[config.mk]
export PLATFORM = sky130hd
export DESIGN_NAME = register_file_alu_top_flat
export DESIGN_NICKNAME = d
export VERILOG_FILES = /design/src/rtl/rfalu_pkg.sv /design/src/rtl/rfalu_ifs.sv /design/src/rtl/rfalu_div.sv /design/src/rtl/rfalu_ctrl.sv /design/src/rtl/rfalu_dp.sv /design/src/rtl/register_file_alu_top.sv /design/src/flat_wrapper.sv
export SDC_FILE = /design/constraint.sdc
export NUM_CORES = 2
export LEC_CHECK = 0
export ABC_AREA = 1
export BUFFER_PORTS_ARGS = -buffer_cell sky130_fd_sc_hd__buf_2
export CORE_AREA = 5 5 535 537
export CTS_CLUSTER_DIAMETER = 60
export DETAILED_ROUTE_END_ITERATION = 6
export DIE_AREA = 0 0 540 542
export GPL_TIMING_DRIVEN = 0
export PLACE_DENSITY = 0.52
export SETUP_SLACK_MARGIN = 0.02
export SLEW_MARGIN = 20
export SYNTH_ARGS = -nofsm -noshare
export SYNTH_HDL_FRONTEND = slang
export SYNTH_SLANG_ARGS = --single-unit
[constraint.sdc]
create_clock -name clk_i -period 7.1 [get_ports clk_i]
set_input_delay 1.42 -clock clk_i [delete_from_list [all_inputs] [get_ports clk_i]]
set_output_delay 1.42 -clock clk_i [all_outputs]
set_load 0.02 [all_outputs]
[src/rtl/rfalu_pkg.sv]
// Shared types and constants for the register file ALU.
package rfalu_pkg;

  localparam int unsigned DATA_W = 32;
  localparam int unsigned CNT_W  = $clog2(DATA_W);

  typedef enum logic [4:0] {
    CMD_READ  = 5'd0,
    CMD_CLEAR = 5'd1,
    CMD_INV   = 5'd2,
    CMD_NEG   = 5'd3,
    CMD_DEC   = 5'd4,
    CMD_INC   = 5'd5,
    CMD_MOVE  = 5'd6,
    CMD_NOT   = 5'd7,
    CMD_XCHG  = 5'd8,
    CMD_ADD   = 5'd9,
    CMD_SUB   = 5'd10,
    CMD_MUL   = 5'd11,
    CMD_DIV   = 5'd12,
    CMD_XOR   = 5'd13,
    CMD_MOD   = 5'd14,
    CMD_AND   = 5'd15,
    CMD_OR    = 5'd16,
    CMD_MAX   = 5'd17,
    CMD_MIN   = 5'd18
  } cmd_e;

  typedef enum logic [1:0] {
    ERR_OK    = 2'd0,
    ERR_INDEX = 2'd1,
    ERR_DIV0  = 2'd2
  } err_e;

  // Controller to datapath commands.
  typedef struct packed {
    logic load;
    logic rd_second;
    logic exec;
    logic div_start;
    logic div_load;
    logic wr_xchg;
    logic wr_dst;
    logic out_load;
  } dp_cmd_t;

  // Datapath to controller status.
  typedef struct packed {
    logic use_div;
    logic xchg_wr;
    logic div_done;
  } dp_stat_t;

  // Unknown opcodes behave as read.
  function automatic cmd_e norm_cmd(logic [4:0] raw);
    cmd_e res;
    if (raw > CMD_MIN) begin
      res = CMD_READ;
    end else begin
      res = cmd_e'(raw);
    end
    return res;
  endfunction

endpackage

[src/rtl/rfalu_ifs.sv]
// Valid/ready channel interfaces for the command and result streams.
interface rfalu_in_if;
  logic               valid;
  logic               ready;
  logic [4:0]         command;
  logic [5:0]         dst_index;
  logic               src0_is_literal;
  logic [5:0]         src0_index;
  logic signed [31:0] src0_literal;
  logic               src1_is_literal;
  logic [5:0]         src1_index;
  logic signed [31:0] src1_literal;

  modport source (
    output valid, command, dst_index, src0_is_literal, src0_index, src0_literal,
           src1_is_literal, src1_index, src1_literal,
    input  ready
  );
  modport sink (
    input  valid, command, dst_index, src0_is_literal, src0_index, src0_literal,
           src1_is_literal, src1_index, src1_literal,
    output ready
  );
endinterface

interface rfalu_out_if;
  logic               valid;
  logic               ready;
  logic [5:0]         result_index;
  logic signed [31:0] result_value;
  logic [1:0]         error_code;

  modport source (
    output valid, result_index, result_value, error_code,
    input  ready
  );
  modport sink (
    input  valid, result_index, result_value, error_code,
    output ready
  );
endinterface

[src/rtl/rfalu_div.sv]
// Iterative signed divider, one quotient bit per cycle.
module rfalu_div (
  input  logic        clk_i,
  input  logic        rst_ni,
  input  logic        start_i,
  input  logic [31:0] dividend_i,
  input  logic [31:0] divisor_i,
  output logic        done_o,
  output logic [31:0] quotient_o,
  output logic [31:0] remainder_o
);

  localparam logic [rfalu_pkg::CNT_W-1:0] LAST = rfalu_pkg::CNT_W'(rfalu_pkg::DATA_W - 1);

  logic                        busy_q, done_q;
  logic [rfalu_pkg::CNT_W-1:0] cnt_q;
  logic [31:0]                 quo_q, rem_q, dvs_q;
  logic                        negq_q, negr_q;
  logic [32:0]                 rem_sh, diff;
  logic [31:0]                 dvd_abs, dvs_abs;

  assign dvd_abs = dividend_i[31] ? (32'd0 - dividend_i) : dividend_i;
  assign dvs_abs = divisor_i[31] ? (32'd0 - divisor_i) : divisor_i;
  assign rem_sh  = {rem_q, quo_q[31]};
  assign diff    = rem_sh - {1'b0, dvs_q};

  always_ff @(posedge clk_i or negedge rst_ni) begin
    if (!rst_ni) begin
      busy_q <= 1'b0;
      done_q <= 1'b0;
      cnt_q  <= '0;
    end else begin
      done_q <= 1'b0;
      if (start_i) begin
        busy_q <= 1'b1;
        cnt_q  <= '0;
      end else if (busy_q) begin
        cnt_q <= cnt_q + 1'b1;
        if (cnt_q == LAST) begin
          busy_q <= 1'b0;
          done_q <= 1'b1;
        end
      end
    end
  end

  always_ff @(posedge clk_i) begin
    if (start_i) begin
      quo_q  <= dvd_abs;
      rem_q  <= '0;
      dvs_q  <= dvs_abs;
      negq_q <= dividend_i[31] ^ divisor_i[31];
      negr_q <= dividend_i[31];
    end else if (busy_q) begin
      if (!diff[32]) begin
        rem_q <= diff[31:0];
        quo_q <= {quo_q[30:0], 1'b1};
      end else begin
        rem_q <= rem_sh[31:0];
        quo_q <= {quo_q[30:0], 1'b0};
      end
    end
  end

  assign done_o      = done_q;
  assign quotient_o  = negq_q ? (32'd0 - quo_q) : quo_q;
  assign remainder_o = negr_q ? (32'd0 - rem_q) : rem_q;

endmodule

[src/rtl/rfalu_ctrl.sv]
// Sequencer for the register file ALU.
module rfalu_ctrl (
  input  logic                clk_i,
  input  logic                rst_ni,
  input  logic                in_valid_i,
  output logic                in_ready_o,
  output logic                out_valid_o,
  input  logic                out_ready_i,
  output rfalu_pkg::dp_cmd_t  cmd_o,
  input  rfalu_pkg::dp_stat_t stat_i
);

  typedef enum logic [6:0] {
    S_IDLE = 7'b0000001,
    S_RDA  = 7'b0000010,
    S_RDB  = 7'b0000100,
    S_EXEC = 7'b0001000,
    S_DIV  = 7'b0010000,
    S_XCH  = 7'b0100000,
    S_WR   = 7'b1000000
  } state_e;

  state_e state_q, state_d;
  logic   out_valid_q, out_valid_d;

  always_comb begin
    state_d     = state_q;
    cmd_o       = '0;
    out_valid_d = out_valid_q && !out_ready_i;
    unique case (state_q)
      S_IDLE: begin
        if (in_valid_i) begin
          cmd_o.load = 1'b1;
          state_d    = S_RDA;
        end
      end
      S_RDA: begin
        state_d = S_RDB;
      end
      S_RDB: begin
        cmd_o.rd_second = 1'b1;
        state_d         = S_EXEC;
      end
      S_EXEC: begin
        cmd_o.exec = 1'b1;
        if (stat_i.use_div) begin
          cmd_o.div_start = 1'b1;
          state_d         = S_DIV;
        end else if (stat_i.xchg_wr) begin
          state_d = S_XCH;
        end else begin
          state_d = S_WR;
        end
      end
      S_DIV: begin
        if (stat_i.div_done) begin
          cmd_o.div_load = 1'b1;
          state_d        = S_WR;
        end
      end
      S_XCH: begin
        cmd_o.wr_xchg = 1'b1;
        state_d       = S_WR;
      end
      S_WR: begin
        if (!out_valid_q || out_ready_i) begin
          cmd_o.wr_dst   = 1'b1;
          cmd_o.out_load = 1'b1;
          out_valid_d    = 1'b1;
          state_d        = S_IDLE;
        end
      end
      default: begin
        state_d = S_IDLE;
      end
    endcase
  end

  always_ff @(posedge clk_i or negedge rst_ni) begin
    if (!rst_ni) begin
      state_q     <= S_IDLE;
      out_valid_q <= 1'b0;
    end else begin
      state_q     <= state_d;
      out_valid_q <= out_valid_d;
    end
  end

  assign in_ready_o  = (state_q == S_IDLE);
  assign out_valid_o = out_valid_q;

endmodule

[src/rtl/rfalu_dp.sv]
// Datapath: register file memory, operand fetch, ALU, divider and result register.
module rfalu_dp #(
  parameter int unsigned REG_COUNT = 16
) (
  input  logic                clk_i,
  input  logic                rst_ni,
  input  rfalu_pkg::dp_cmd_t  cmd_i,
  output rfalu_pkg::dp_stat_t stat_o,
  input  logic [4:0]          command_i,
  input  logic [5:0]          dst_index_i,
  input  logic                src0_is_literal_i,
  input  logic [5:0]          src0_index_i,
  input  logic [31:0]         src0_literal_i,
  input  logic                src1_is_literal_i,
  input  logic [5:0]          src1_index_i,
  input  logic [31:0]         src1_literal_i,
  output logic [5:0]          result_index_o,
  output logic [31:0]         result_value_o,
  output logic [1:0]          error_code_o
);

  localparam int unsigned IDX_W     = (REG_COUNT > 1) ? $clog2(REG_COUNT) : 1;
  localparam logic [6:0]  REG_LIMIT = 7'(REG_COUNT);

  // Captured item
  rfalu_pkg::cmd_e cmd_q;
  logic [5:0]      dst_q, s0_idx_q, s1_idx_q;
  logic            s0_lit_q, s1_lit_q;
  logic [31:0]     s0_val_q, s1_val_q;

  // Register file
  logic [31:0]          mem_q [REG_COUNT];
  logic [REG_COUNT-1:0] valid_q;
  logic [IDX_W-1:0]     rd0_addr, rd1_addr, wr_addr;
  logic [31:0]          rd0_q, rd1_q, wr_data;
  logic                 rv0_q, rv1_q, wr_en;

  // Working values
  logic [31:0]          old_q, a_q, res_q;
  logic                 bad_a_q, wr_q;
  rfalu_pkg::err_e      err_q;
  logic                 dst_ok, s0_ok, s1_ok;
  logic [31:0]          old_val, a_val, b_val, val, mul_lo;
  logic                 a_bad, b_bad, bad, is_div, wr;

  // Result register
  logic [5:0]           out_idx_q;
  logic [31:0]          out_val_q;
  rfalu_pkg::err_e      out_err_q;

  // Divider
  logic                 div_done;
  logic [31:0]          div_quo, div_rem;

  assign dst_ok = {1'b0, dst_q} < REG_LIMIT;
  assign s0_ok  = {1'b0, s0_idx_q} < REG_LIMIT;
  assign s1_ok  = {1'b0, s1_idx_q} < REG_LIMIT;

  always_ff @(posedge clk_i) begin
    if (cmd_i.load) begin
      cmd_q    <= rfalu_pkg::norm_cmd(command_i);
      dst_q    <= dst_index_i;
      s0_lit_q <= src0_is_literal_i;
      s0_idx_q <= src0_index_i;
      s0_val_q <= src0_literal_i;
      s1_lit_q <= src1_is_literal_i;
      s1_idx_q <= src1_index_i;
      s1_val_q <= src1_literal_i;
    end
  end

  // Memory ports
  assign rd0_addr = dst_q[IDX_W-1:0];
  assign rd1_addr = cmd_i.rd_second ? s1_idx_q[IDX_W-1:0] : s0_idx_q[IDX_W-1:0];
  assign wr_en    = cmd_i.wr_xchg || (cmd_i.wr_dst && wr_q && dst_ok);
  assign wr_addr  = cmd_i.wr_xchg ? s0_idx_q[IDX_W-1:0] : dst_q[IDX_W-1:0];
  assign wr_data  = cmd_i.wr_xchg ? old_q : res_q;

  always_ff @(posedge clk_i) begin
    rd0_q <= mem_q[rd0_addr];
    rd1_q <= mem_q[rd1_addr];
    rv0_q <= valid_q[rd0_addr];
    rv1_q <= valid_q[rd1_addr];
    if (wr_en) begin
      mem_q[wr_addr] <= wr_data;
    end
  end

  always_ff @(posedge clk_i or negedge rst_ni) begin
    if (!rst_ni) begin
      valid_q <= '0;
    end else if (cmd_i.exec && cmd_q == rfalu_pkg::CMD_CLEAR) begin
      valid_q <= '0;
    end else if (wr_en) begin
      valid_q[wr_addr] <= 1'b1;
    end
  end

  // Operand fetch
  assign old_val = (dst_ok && rv0_q) ? rd0_q : 32'd0;
  assign a_bad   = !s0_lit_q && !s0_ok;
  assign a_val   = s0_lit_q ? s0_val_q : ((s0_ok && rv1_q) ? rd1_q : 32'd0);
  assign b_bad   = !s1_lit_q && !s1_ok;
  assign b_val   = s1_lit_q ? s1_val_q : ((s1_ok && rv1_q) ? rd1_q : 32'd0);

  always_ff @(posedge clk_i) begin
    if (cmd_i.rd_second) begin
      old_q   <= old_val;
      a_q     <= a_val;
      bad_a_q <= a_bad;
    end
  end

  // ALU
  assign mul_lo = a_q * b_val;
  assign is_div = (cmd_q == rfalu_pkg::CMD_DIV) || (cmd_q == rfalu_pkg::CMD_MOD);
  assign bad    = ((cmd_q >= rfalu_pkg::CMD_MOVE) && bad_a_q) ||
                  ((cmd_q >= rfalu_pkg::CMD_ADD) && b_bad);

  always_comb begin
    val = old_q;
    wr  = 1'b1;
    unique case (cmd_q)
      rfalu_pkg::CMD_INV:  val = ~old_q;
      rfalu_pkg::CMD_NEG:  val = 32'd0 - old_q;
      rfalu_pkg::CMD_DEC:  val = old_q - 32'd1;
      rfalu_pkg::CMD_INC:  val = old_q + 32'd1;
      rfalu_pkg::CMD_MOVE: val = a_q;
      rfalu_pkg::CMD_NOT:  val = ~a_q;
      rfalu_pkg::CMD_XCHG: val = a_q;
      rfalu_pkg::CMD_ADD:  val = a_q + b_val;
      rfalu_pkg::CMD_SUB:  val = a_q - b_val;
      rfalu_pkg::CMD_MUL:  val = mul_lo;
      rfalu_pkg::CMD_DIV,
      rfalu_pkg::CMD_MOD:  wr = (b_val != 32'd0);
      rfalu_pkg::CMD_XOR:  val = a_q ^ b_val;
      rfalu_pkg::CMD_AND:  val = a_q & b_val;
      rfalu_pkg::CMD_OR:   val = a_q | b_val;
      rfalu_pkg::CMD_MAX:  val = ($signed(a_q) > $signed(b_val)) ? a_q : b_val;
      rfalu_pkg::CMD_MIN:  val = ($signed(a_q) < $signed(b_val)) ? a_q : b_val;
      default:             wr = 1'b0;
    endcase
  end

  always_ff @(posedge clk_i) begin
    if (cmd_i.exec) begin
      res_q <= val;
      wr_q  <= wr;
      if (bad) begin
        err_q <= rfalu_pkg::ERR_INDEX;
      end else if (is_div && b_val == 32'd0) begin
        err_q <= rfalu_pkg::ERR_DIV0;
      end else begin
        err_q <= rfalu_pkg::ERR_OK;
      end
    end else if (cmd_i.div_load) begin
      res_q <= (cmd_q == rfalu_pkg::CMD_DIV) ? div_quo : div_rem;
    end
  end

  rfalu_div u_div (
    .clk_i       (clk_i),
    .rst_ni      (rst_ni),
    .start_i     (cmd_i.div_start),
    .dividend_i  (a_q),
    .divisor_i   (b_val),
    .done_o      (div_done),
    .quotient_o  (div_quo),
    .remainder_o (div_rem)
  );

  assign stat_o.use_div  = is_div && (b_val != 32'd0);
  assign stat_o.xchg_wr  = (cmd_q == rfalu_pkg::CMD_XCHG) && !s0_lit_q && s0_ok && dst_ok;
  assign stat_o.div_done = div_done;

  // Result register
  always_ff @(posedge clk_i) begin
    if (cmd_i.out_load) begin
      out_idx_q <= dst_q;
      if (cmd_q == rfalu_pkg::CMD_CLEAR) begin
        out_val_q <= '0;
        out_err_q <= rfalu_pkg::ERR_OK;
      end else if (!dst_ok) begin
        out_val_q <= '0;
        out_err_q <= rfalu_pkg::ERR_INDEX;
      end else begin
        out_val_q <= wr_q ? res_q : old_q;
        out_err_q <= err_q;
      end
    end
  end

  assign result_index_o = out_idx_q;
  assign result_value_o = out_val_q;
  assign error_code_o   = out_err_q;

endmodule

[src/rtl/register_file_alu_top.sv]
// Register file ALU top level: sequencer, datapath and result channel.
// Each item passes read, second read, execute, an exchange write for a register
// exchange or the 32-step serial divider for nonzero div and mod, and result write.
// One item in flight; input is ready again once the result is registered.
// Reset clears control state and marks every register as zero at once.
module register_file_alu_top #(
  parameter int unsigned REG_COUNT = 16
) (
  input  logic        clk_i,
  input  logic        rst_ni,
  rfalu_in_if.sink    in_i,
  rfalu_out_if.source out_o
);

  rfalu_pkg::dp_cmd_t  dp_cmd;
  rfalu_pkg::dp_stat_t dp_stat;

  rfalu_ctrl u_ctrl (
    .clk_i       (clk_i),
    .rst_ni      (rst_ni),
    .in_valid_i  (in_i.valid),
    .in_ready_o  (in_i.ready),
    .out_valid_o (out_o.valid),
    .out_ready_i (out_o.ready),
    .cmd_o       (dp_cmd),
    .stat_i      (dp_stat)
  );

  rfalu_dp #(
    .REG_COUNT (REG_COUNT)
  ) u_dp (
    .clk_i             (clk_i),
    .rst_ni            (rst_ni),
    .cmd_i             (dp_cmd),
    .stat_o            (dp_stat),
    .command_i         (in_i.command),
    .dst_index_i       (in_i.dst_index),
    .src0_is_literal_i (in_i.src0_is_literal),
    .src0_index_i      (in_i.src0_index),
    .src0_literal_i    (in_i.src0_literal),
    .src1_is_literal_i (in_i.src1_is_literal),
    .src1_index_i      (in_i.src1_index),
    .src1_literal_i    (in_i.src1_literal),
    .result_index_o    (out_o.result_index),
    .result_value_o    (out_o.result_value),
    .error_code_o      (out_o.error_code)
  );

`ifndef NO_ASSERTIONS
  a_err_code: assert property (@(posedge clk_i) disable iff (!rst_ni)
    out_o.valid |-> (out_o.error_code != 2'd3))
    else $error("undefined error code on result");

  a_bad_dst_zero: assert property (@(posedge clk_i) disable iff (!rst_ni)
    (out_o.valid && ({1'b0, out_o.result_index} >= 7'(REG_COUNT)))
      |-> (out_o.result_value == 32'sd0))
    else $error("out-of-range destination returned nonzero value");

  a_min_latency: assert property (@(posedge clk_i) disable iff (!rst_ni)
    (in_i.valid && in_i.ready) |=> !$rose(out_o.valid))
    else $error("result appeared one cycle after transfer");

  a_dp_cmd_excl: assert property (@(posedge clk_i) disable iff (!rst_ni)
    $onehot0({dp_cmd.load, dp_cmd.exec, dp_cmd.div_load, dp_cmd.wr_xchg, dp_cmd.out_load}))
    else $error("conflicting datapath commands");
`endif

endmodule
[src/flat_wrapper.sv]
// flat-port wrapper written by rule: the top's interface ports become plain ports
module register_file_alu_top_flat 
#(
  parameter int unsigned REG_COUNT = 16
)
  (clk_i, rst_ni, in_i_valid, in_i_command, in_i_dst_index, in_i_src0_is_literal, in_i_src0_index, in_i_src0_literal, in_i_src1_is_literal, in_i_src1_index, in_i_src1_literal, in_i_ready, out_o_valid, out_o_result_index, out_o_result_value, out_o_error_code, out_o_ready);
  rfalu_in_if in_i_i ();
  rfalu_out_if out_o_i ();
  input  logic clk_i;
  input  logic rst_ni;
  input wire logic [$bits(in_i_i.valid)-1:0] in_i_valid;
  input wire logic [$bits(in_i_i.command)-1:0] in_i_command;
  input wire logic [$bits(in_i_i.dst_index)-1:0] in_i_dst_index;
  input wire logic [$bits(in_i_i.src0_is_literal)-1:0] in_i_src0_is_literal;
  input wire logic [$bits(in_i_i.src0_index)-1:0] in_i_src0_index;
  input wire logic [$bits(in_i_i.src0_literal)-1:0] in_i_src0_literal;
  input wire logic [$bits(in_i_i.src1_is_literal)-1:0] in_i_src1_is_literal;
  input wire logic [$bits(in_i_i.src1_index)-1:0] in_i_src1_index;
  input wire logic [$bits(in_i_i.src1_literal)-1:0] in_i_src1_literal;
  output wire logic [$bits(in_i_i.ready)-1:0] in_i_ready;
  output wire logic [$bits(out_o_i.valid)-1:0] out_o_valid;
  output wire logic [$bits(out_o_i.result_index)-1:0] out_o_result_index;
  output wire logic [$bits(out_o_i.result_value)-1:0] out_o_result_value;
  output wire logic [$bits(out_o_i.error_code)-1:0] out_o_error_code;
  input wire logic [$bits(out_o_i.ready)-1:0] out_o_ready;
  assign in_i_i.valid = in_i_valid;
  assign in_i_i.command = in_i_command;
  assign in_i_i.dst_index = in_i_dst_index;
  assign in_i_i.src0_is_literal = in_i_src0_is_literal;
  assign in_i_i.src0_index = in_i_src0_index;
  assign in_i_i.src0_literal = in_i_src0_literal;
  assign in_i_i.src1_is_literal = in_i_src1_is_literal;
  assign in_i_i.src1_index = in_i_src1_index;
  assign in_i_i.src1_literal = in_i_src1_literal;
  assign in_i_ready = in_i_i.ready;
  assign out_o_valid = out_o_i.valid;
  assign out_o_result_index = out_o_i.result_index;
  assign out_o_result_value = out_o_i.result_value;
  assign out_o_error_code = out_o_i.error_code;
  assign out_o_i.ready = out_o_ready;
  register_file_alu_top #(.REG_COUNT(REG_COUNT)) u_core (.clk_i(clk_i), .rst_ni(rst_ni), .in_i(in_i_i), .out_o(out_o_i));
endmodule
==> flow_summary.yaml <==
run_status:
  status: "complete, but fails checks"
  violations: "design-rule violations, negative setup slack"
routing:
  first_iter_violations: 10700
  antenna_left: 0
  num_vias: 71100
  first_pass_iters: 7
  viasPerCell: 5.56
  totalWireLength_microns: 410000
  wl_per_cell_microns: 32.1
  post-route-drc-count: 9
synthesis:
  synth-edff-count: 807
  ys_top_cells_by_count: "nand2_1 (1271), nor2_1 (1159), inv_1 (1024), o21ai_0 (880), edfxtp_1 (807)"
  syn_nets: 9165
  synth_cell_types: 67
  seq_area_frac_synth_pct: 38.6
  ys_seq_elements: 936
  avgSynthCellArea_sq_um: 8.34
  synth.top_cell.area_share_pct: 34.7
  synth_warnings: 0
  netlist_area_sq_um: 69800
  synth_flop_cell: "edfxtp_1"
  synth_area_leaders: "edfxtp_1 (35%), fa_1 (12%), nand2_1 (6.8%), o21ai_0 (6.3%), nor2_1 (6.2%)"
  synth_cells: 8372
  postSynth.asyncResetShare_pct: 3.31
  yosysMostFrequentCell: "nand2_1"
  yosysTopAreaCell: "edfxtp_1"
place:
  dpl.cell_count: 12300
  portBuffers: 134
  gp_congestion: 1.03
  hpwl_microns: 310000
  place_ws_ns: -3.28
cells_and_area:
  largest_reg_flops: 512
  drive_gt1_share_pct: 13.4
  top_register: "u_core.u_dp.mem_q"
  synthToLayoutAreaGrowth_pct: 22.4
  multiInputGateArea_sq_um: 39400
  nFillCells: 29800
  fin_nets: 9660
  seqCellArea_sq_um: 27000
  fin_cells: 12800
floorplanning:
  start_util_pct: 24.8
  die_h_microns: 542
  io_pins: 135
  die_width_microns: 540
  rows: 195
  fp.dieArea_sq_um: 293000
  core_sq_um: 281000
sta:
  setup_ws_ns: -1.32
  slew_headroom_pct: 6.54
  fin_crit_ns: 8.42
  skew_ns: 0.110
  finalMaxSlewViolations: 0
  rsz0062_at_grt: "yes"
  setup_viol: 23
  worstMarginPinSlew_ns: 1.40
  final_hold_viol_count: 0
  min_period_over_period_pct: 119
  max_freq_mhz: 119
global_routing:
  antenna_found_initial: 38
  grt_pass1_vias: 67500
  grt-ovfl-total: 0
  grt_start_max_net_pins: 51
  grt_usage_pct: 26.7
  grt_pass1_wl_microns: 548000
clock_tree:
  cts_tree: "done"
  clockBufferDepth: 3
  cts_max_level: 3
  ctsRootBufferMaster: "clkbuf_16"
  clk_pin_slew_ns: 0.07
  cts.sinks: 936
  cts_buffers: 107
  clk_latency_ns: 0.79
worst_setup_path:
  critPathLaunchType: "flip-flop"
  cp_max_fo: 10
  rrSetupSlack_ns: -1.32
  end_kind: "flip-flop"
  arrival_ns: 9.05
  cpPeakStageDelay_ns: 0.72
  worst-path-stages: 27
  cp_top_family: "adder cells"
  path_class: "flip-flop to flip-flop"
  r2r_cells: 27
  cpMostUsedCell: "fa_1"
  crit_slowest_cell: "nor2_1"
  cp.required_ns: 7.73
  critPathBufInv: 8
worst_hold_path:
  hp-class: "flip-flop to flip-flop"
  whs_path_depth: 2
job:
  cap_violations: 0
[cell families (layout without fill, tap and decap cells)]
logic type / count (synthesis) / in the layout / share of synthesized area, %
AOI/OAI and AO/OA: 2020 / 2020 / 16.5
xor gates and xnor gates: 123 / 123 / 1.55
other: 0 / 83 / 0
and+or+nand+nor: 3064 / 3065 / 18.0
DFF: 936 / 936 / 38.6
adders and majority gates: 700 / 700 / 17.0
buffers and inverters: 1529 / 2116 / 8.37
[area by class of cell]
| type | instances | area share [%] |
|---|---|---|
| antenna | 83 | 0.243 |
| buffer | 468 | 3.10 |
| clock buffer | 136 | 3.51 |
| clock inverter | 66 | 0.795 |
| inverter | 1057 | 4.88 |
| multi-input combinational | 5908 | 46.1 |
| sequential | 936 | 31.6 |
| tap | 3743 | 5.48 |
| timing repair buffer | 389 | 4.29 |
[worst paths after layout]
kind | start | to
max in group asynchronous | rst_ni | u_core.u_dp.u_div.busy_q
worst max-delay path | u_core.u_dp.a_q[13] | u_core.u_dp.res_q[19]
worst min register to register | u_core.u_dp.rd0_q[23] | u_core.u_dp.old_q[23]
worst min-delay path | u_core.u_dp.rd0_q[23] | u_core.u_dp.old_q[23]
min in group asynchronous | rst_ni | u_core.u_dp.valid_q[10]
worst max register to register | u_core.u_dp.a_q[13] | u_core.u_dp.res_q[19]
[per-stage QoR]
step	utilization, %	hold WS [ns]	cell area (sq um)	setup TNS (ns)
after floorplan	-	0.424	70100	-0.0198
after global placement	26.8	0.471	75400	-1492.88
after detailed placement	27.4	0.474	77100	-71.97
after CTS	29.9	0.453	84000	-15.66
after global routing	30.4	0.464	85400	-19.92
final	30.4	0.427	85500	-17.09
[placed cells by master (no fill, tap or decap), types with 39 or more instances in the layout]
cell	n
clkbuf_16	121
inv_1	988
xor2_1	106
fa_1	385
nand4_1	64
o211ai_1	50
o21ai_0	813
clkbuf_1	311
diode_2	83
o21ai_1	39
buf_4	168
o22ai_1	83
a21oi_1	599
edfxtp_1	807
nor2_4	40
nor2_1	1067
buf_2	153
o311ai_0	66
o221ai_1	121
nor2_2	56
ha_1	246
buf_12	46
nand3_1	363
nand2_1	1214
dfxtp_1	97
nor3_1	80
clkbuf_2	45
o21ai_2	40
nand2_2	40
[tightest hold or removal path, stage by stage, from the launching register on]
cell and delay [ns]:
dfxtp_1 0.29, inv_1 0.04, nor2_1 0.03
[repair_timing]
item,CTS,global route
resized for setup,548,228
cloned,1,0
hold buffers,0,0
pin swaps,109,155
buffers inserted,141,40
setup endpoints to repair,32,27
[metal layers]
| metal | track usage, % | vias to the layer above | share of wire (%) |
|---|---|---|---|
| met3 | 7.14 | 1431 | 11 |
| met1 | 32.3 | 34900 | 37 |
| met5 | 0 | - | 0.034 |
| met2 | 40.9 | 5323 | 43 |
| li1 | - | 29400 | - |
| met4 | 19.5 | 18 | 8.9 |
Power is not shown: default switching activity piles up to over one toggle a cycle in this logic, so the estimate is an artifact.
